File: config.mk
export PLATFORM = sky130hd
export DESIGN_NAME = gcst_front
export DESIGN_NICKNAME = d
export VERILOG_FILES = /design/src/rtl/gcst_pkg.sv /design/src/rtl/gcst_front.sv
export SDC_FILE = /design/constraint.sdc
export NUM_CORES = 1
export LEC_CHECK = 0
export ABC_AREA = 1
export BUFFER_PORTS_ARGS = -buffer_cell sky130_fd_sc_hd__clkbuf_2
export CORE_UTILIZATION = 35
export CTS_CLUSTER_DIAMETER = 120
export DETAILED_ROUTE_END_ITERATION = 7
export SLEW_MARGIN = 10
export SYNTH_ARGS = -nofsm -noshare
export SYNTH_HDL_FRONTEND = slang
export SYNTH_SLANG_ARGS = --single-unit
export TNS_END_PERCENT = 10
File: constraint.sdc
create_clock -name clock -period 2.8 [get_ports clock]
set_clock_uncertainty 0.05 [all_clocks]
set_input_delay 0.14 -clock clock [delete_from_list [all_inputs] [get_ports clock]]
set_output_delay 0.14 -clock clock [all_outputs]
set_load 0.02 [all_outputs]
File: src/rtl/gcst_pkg.sv
// Shared types, codes and reset values of the GPU constant shadow tracker.
`default_nettype none
package gcst_pkg;

   localparam int ALU_DWORDS_DEF           = 2048;
   localparam int FETCH_DWORDS_DEF         = 192;
   localparam int BOOL_WORDS_DEF           = 8;
   localparam int LOOP_WORDS_DEF           = 32;
   localparam int VERTEX_CONST_DWORDS_DEF  = 2;
   localparam int TEXTURE_CONST_DWORDS_DEF = 6;

   localparam logic [15:0] ALU_FIRST_RST   = 16'd16384;
   localparam logic [15:0] FETCH_FIRST_RST = 16'd18432;
   localparam logic [15:0] BOOL_FIRST_RST  = 16'd18688;
   localparam logic [15:0] LOOP_FIRST_RST  = 16'd18696;
   localparam logic [1:0]  VCODE_RST       = 2'd3;
   localparam logic [1:0]  TCODE_RST       = 2'd2;

   localparam logic [11:0] ALU_COUNT_MAX = 12'd4095;

   localparam logic [1:0] COV_UNDEF = 2'd0;
   localparam logic [1:0] COV_LIVE  = 2'd1;
   localparam logic [1:0] COV_WRONG = 2'd2;

   typedef enum logic [1:0] {
      REQ_WRITE = 2'd0,
      REQ_BEGIN = 2'd1,
      REQ_DRAW  = 2'd2,
      REQ_QUERY = 2'd3
   } req_code_type;

   typedef enum logic [2:0] {
      CLS_ALU   = 3'd0,
      CLS_FETCH = 3'd1,
      CLS_BOOL  = 3'd2,
      CLS_LOOP  = 3'd3,
      CLS_NONE  = 3'd4
   } file_class_type;

   typedef enum logic [2:0] {
      CSR_ALU_FIRST   = 3'd0,
      CSR_FETCH_FIRST = 3'd1,
      CSR_BOOL_FIRST  = 3'd2,
      CSR_LOOP_FIRST  = 3'd3,
      CSR_VCODE       = 3'd4,
      CSR_TCODE       = 3'd5
   } csr_index_type;

   typedef struct packed {
      logic [15:0] alu_first;
      logic [15:0] fetch_first;
      logic [15:0] bool_first;
      logic [15:0] loop_first;
      logic [1:0]  vcode;
      logic [1:0]  tcode;
   } cfg_type;

   typedef struct packed {
      req_code_type   code;
      file_class_type cls;
      logic [15:0]    offset;
      logic [31:0]    value;
      logic [6:0]     slot;
      logic           tview;
   } work_item_type;

   typedef struct packed {
      file_class_type file_class;
      logic [6:0]     vfetch_live_count;
      logic [6:0]     vfetch_carried_count;
      logic [5:0]     tfetch_live_count;
      logic [5:0]     tfetch_carried_count;
      logic [11:0]    alu_defined_total;
      logic           alu_written_in_buffer;
      logic           fetch_valid;
      logic [31:0]    fetch_base;
      logic [23:0]    fetch_words;
      logic [1:0]     coverage;
      logic [31:0]    fetch_first_dword;
   } result_type;

endpackage
`default_nettype wire

File: src/rtl/gcst_front.sv
// Front end: classifies requests into constant files and queues them for the back end.
`default_nettype none
module gcst_front
   import gcst_pkg::*;
#(
   parameter int ALU_DWORDS   = ALU_DWORDS_DEF,
   parameter int FETCH_DWORDS = FETCH_DWORDS_DEF,
   parameter int BOOL_WORDS   = BOOL_WORDS_DEF,
   parameter int LOOP_WORDS   = LOOP_WORDS_DEF
) (
   input  wire logic          clock,
   input  wire logic          reset,
   input  wire cfg_type       cfg,
   input  wire logic          clearing,
   input  wire logic          req_push,
   output logic               req_full,
   input  wire logic [1:0]    req_type,
   input  wire logic [15:0]   req_reg_addr,
   input  wire logic [31:0]   req_write_value,
   input  wire logic [6:0]    req_fetch_slot,
   input  wire logic          req_texture_view,
   output logic               item_valid,
   output work_item_type      item,
   input  wire logic          item_pop
);

   localparam logic [16:0] ALU_LEN   = 17'(ALU_DWORDS);
   localparam logic [16:0] FETCH_LEN = 17'(FETCH_DWORDS);
   localparam logic [16:0] BOOL_LEN  = 17'(BOOL_WORDS);
   localparam logic [16:0] LOOP_LEN  = 17'(LOOP_WORDS);

   work_item_type  entry_ff [2];
   logic           wr_ptr_ff, wr_ptr_in;
   logic           rd_ptr_ff, rd_ptr_in;
   logic [1:0]     count_ff, count_in;
   work_item_type  new_item;
   logic           accept;

   function automatic logic in_file(input logic [15:0] addr, input logic [15:0] first,
                                    input logic [16:0] len);
      logic [16:0] a;
      logic [16:0] f;
      a = {1'b0, addr};
      f = {1'b0, first};
      return (a >= f) && (a < f + len);
   endfunction

   always_comb begin
      new_item.code   = req_code_type'(req_type);
      new_item.value  = req_write_value;
      new_item.slot   = req_fetch_slot;
      new_item.tview  = req_texture_view;
      new_item.cls    = CLS_NONE;
      new_item.offset = '0;
      if (in_file(req_reg_addr, cfg.alu_first, ALU_LEN)) begin
         new_item.cls    = CLS_ALU;
         new_item.offset = req_reg_addr - cfg.alu_first;
      end else if (in_file(req_reg_addr, cfg.fetch_first, FETCH_LEN)) begin
         new_item.cls    = CLS_FETCH;
         new_item.offset = req_reg_addr - cfg.fetch_first;
      end else if (in_file(req_reg_addr, cfg.bool_first, BOOL_LEN)) begin
         new_item.cls    = CLS_BOOL;
         new_item.offset = req_reg_addr - cfg.bool_first;
      end else if (in_file(req_reg_addr, cfg.loop_first, LOOP_LEN)) begin
         new_item.cls    = CLS_LOOP;
         new_item.offset = req_reg_addr - cfg.loop_first;
      end
   end

   assign req_full   = (count_ff == 2'd2) || clearing;
   assign accept     = req_push && !req_full;
   assign item_valid = (count_ff != 2'd0);
   assign item       = entry_ff[rd_ptr_ff];

   always_comb begin
      wr_ptr_in = wr_ptr_ff ^ accept;
      rd_ptr_in = rd_ptr_ff ^ item_pop;
      count_in  = count_ff + 2'(accept) - 2'(item_pop);
   end

   always_ff @(posedge clock) begin
      if (reset) begin
         wr_ptr_ff <= 1'b0;
         rd_ptr_ff <= 1'b0;
         count_ff  <= 2'd0;
      end else begin
         wr_ptr_ff <= wr_ptr_in;
         rd_ptr_ff <= rd_ptr_in;
         count_ff  <= count_in;
      end
   end

   always_ff @(posedge clock) begin
      if (accept) begin
         entry_ff[wr_ptr_ff] <= new_item;
      end
   end

endmodule
`default_nettype wire

==> results.toml <==
[synth]
netlist_top_cells_area = "edfxtp_1 36%, ha_1 14%, nand2_1 10%"
syn_avg_cell_area_um2 = 8.54
synth.distinct_cells = 45
synth_enable_flop_cells = 122
yosys.area.top_type_share = 0.359
yosysWarnings = 0
yosys_most_used_dff = "edfxtp_1"
async_reset_ff_frac = 0
syn-num-nets = 1442
netlist.top_cell.by_area = "edfxtp_1"
seq_area_frac_synth = 0.366
synthesis.area_um2 = 10200
syn_inst = 1196
synth.ff_latch_count = 126

[layout]
final_common_cell = "nand2_1"
fillers = 2816
postLayoutCellArea_um2 = 13100
multi_input_area_um2 = 5830
final_cell_mix = "278 x nand2_1, 189 x clkbuf_2, 142 x inv_1"
area_growth_syn_to_layout_pct = 28.0
final_cells = 1879
final_layout_size_suffix_gt1_frac = 0.247
seq_area_um2 = 3740
num_antenna_cells = 0
final_nets = 1729

[sta]
period_minus_slack_ps = 2500
setup_ws_ps = 296
whs_ps = 266
fin_crit_sh = 0.894
hold_viol_final = 0
relSlewSlack = 0.612
rsz0062_at_grt = "no"
setup_viol = 0
fmax_ghz = 0.399
maxSlewViolCount = 0
worst_pin_slew_ps = 582
fin_setup_tns_ps = 0

[floorplan]
rows = 62
io_pins = 194
die-height_um = 173
fp.dieW_um = 173
start_util = 0.356
die_area_um2 = 29900
core-area_um2 = 28700

[setup_path]
slowest_stage = "ha_1"
worstSetupPathType = "in -> reg"
r2r_end = "entry_ff[1][59]$_DFFE_PP_"
startpoint_type = "input pin"
cp_slowest_stage_delay_ps = 310
critPathRequiredTime_ps = 2890
critPathMaxFanout = 18
worst_setup_path_end_kind = "register"
r2r_slack_ps = 780
crit_start = "cfg[23]"
crit_arrival_ps = 2590
r2r_cells = 5
cp-endpoint = "entry_ff[1][48]$_DFFE_PP_"
r2r_start = "count_ff[1]$_SDFF_PP0_"
crit_chain = "clkbuf_2, ha_1, nand3_1, nor2_1, nand4_1, nor2_1, nand2_1, xor2_1, ha_1, nand3_1, nand3b_1, nand2_1, inv_2, nand3_4, buf_6, nor2_1, nor2_1, nand2_1, nand3_1, nand2_1"

[power]
leakage_nw = 6.22
power_density_nw_per_um2 = 512
pwr-share-seq = 0.337
pwr-share-clk = 0.349
combPwrFrac = 0.315
peakVddDrop_mv = 0.325
p_switching_w = 0.00207
p_sw_frac = 0.309
internal_power_w = 0.00463

[clock_network]
cts_tree = "built"
clk_latency_ps = 400
cts_made_buffers = 17
cts_max_level = 4
clock_sinks = 126
clock_tree.root_cell = "clkbuf_16"
clk_pin_slew_worst_paths_ps = 50
cts_max_path_buffers = 2
postCtsSetupBuffers = 0

[global_route]
antenna_found_initial = 0
grt_pass1_wl_mm = 46.3
overflow = 0
grt_max_degree = 38
grt_pass1_vias = 9049
gr-usage-all-layers = 0.196

[placed_design]
post-place-cells = 1804
place_area_um2 = 12000
dp_hpwl_mm = 23.4
numPortBuffers = 189
place.gp.congestion = 0.926
post-place-ws_ps = -158

[route]
drcViolationCount = 0
vias = 9147
wl_mm = 29.2
wl_per_cell_um = 15.5
ant_nets = 0
firstDrtPassIters = 5
drtIter0Drc = 413
via_per_inst = 4.87

[hold_path]
hold_class = "in -> reg"

[run]
cap_viol_max_count = 0

[outcome]
status = "finished clean"
==> how the worst min path moves through the flow <==
stage	depth (start not counted)	endpoint	slack, ps	start
floorplan	1	wr_ptr_ff$_SDFF_PP0_	160	reset
global placement	1	entry_ff[0][7]$_DFFE_PP_	280	req_fetch_slot[6]
detailed placement	1	entry_ff[1][2]$_DFFE_PP_	280	req_fetch_slot[1]
CTS	5	wr_ptr_ff$_SDFF_PP0_	240	req_push
global route	5	wr_ptr_ff$_SDFF_PP0_	320	req_push
finish	5	wr_ptr_ff$_SDFF_PP0_	270	req_push
==> area by class of cell <==
class | count | area share
multi-input cells | 906 | 0.446
flip-flops and latches | 126 | 0.286
repair buffers | 284 | 0.139
inverters | 148 | 0.0425
well taps | 384 | 0.0368
clock buffers | 17 | 0.0325
clock inverters | 14 | 0.0166
==> cells in the mapped netlist, types with 4 or more instances <==
cell and instances:
o21ai_1 7, edfxtp_1 122, nor3_1 17, dfxtp_1 4
mux2_2 61, a21oi_1 78, a21o_1 8, nor2_1 90
buf_4 4, inv_1 142, fa_1 4, inv_2 6
or2_0 4, nand3b_1 5, nand4_1 11, or2_2 10
o21bai_1 9, ha_1 111, xnor2_1 19, nand3_2 7
o21ai_0 27, xor2_1 47, o21a_1 4, nand2_1 278
clkbuf_1 7, nand3_1 84
==> through the flow <==
| step | utilization | power [W] |
|---|---|---|
| final | 0.455 | 0.00670 |
| after global routing | 0.455 | 0.00704 |
| after CTS | 0.455 | 0.00674 |
| after detailed placement | 0.418 | 0.00433 |
| after global placement | 0.418 | 0.00432 |
| after floorplan | - | 0.00363 |
==> flip-flops by register name (all words and copies together) (netlist names) <==
signal and count:
wr_ptr_ff 1, entry_ff 122, rd_ptr_ff 1, count_ff 2
==> cell families after synthesis <==
kind of cell / count (synthesis) / share of synthesized area
flip-flops: 126 / 0.366
buffers and inverters: 164 / 0.0636
multiplexers: 61 / 0.0672
adder cells (fa/ha/maj): 115 / 0.144
AND/OR/NAND/NOR: 521 / 0.223
XOR/XNOR: 66 / 0.0566
AO/OA/AOI/OAI: 143 / 0.0791
==> power groups by stage <==
stage / clock network, W / registers (W) / logic (W)
floorplan: 0 / 0.00229 / 0.00134
global placement: 0 / 0.00229 / 0.00203
detailed placement: 0 / 0.00229 / 0.00204
CTS: 0.00238 / 0.00226 / 0.00211
global route: 0.00245 / 0.00226 / 0.00233
finish: 0.00233 / 0.00226 / 0.00211
==> layer usage <==
| layer | global-route usage | vias to the layer above | wire length (um) |
|---|---|---|---|
| li1 | - | 4643 | - |
| met1 | 0.253 | 4210 | 13400 |
| met2 | 0.339 | 260 | 13900 |
| met3 | 0.0242 | 34 | 1230 |
| met4 | 0.0605 | 0 | 623 |
| met5 | 0 | - | 0 |
==> critical path, delay by kind of cell <==
family                     cells  cell delay [ps]
and+or+nand+nor               14             1480
adders and majority gates      2              480
buffers and inverters          3              330
xor gates and xnor gates       1              140
==> what timing repair did <==
action                                  in CTS  in global routing
endpoints found under the setup margin       0                  2
endpoints found under the hold margin       88                  0
hold buffers                                44                  0
resized for setup                            0                  1
Power figures use the tool's default switching activity.
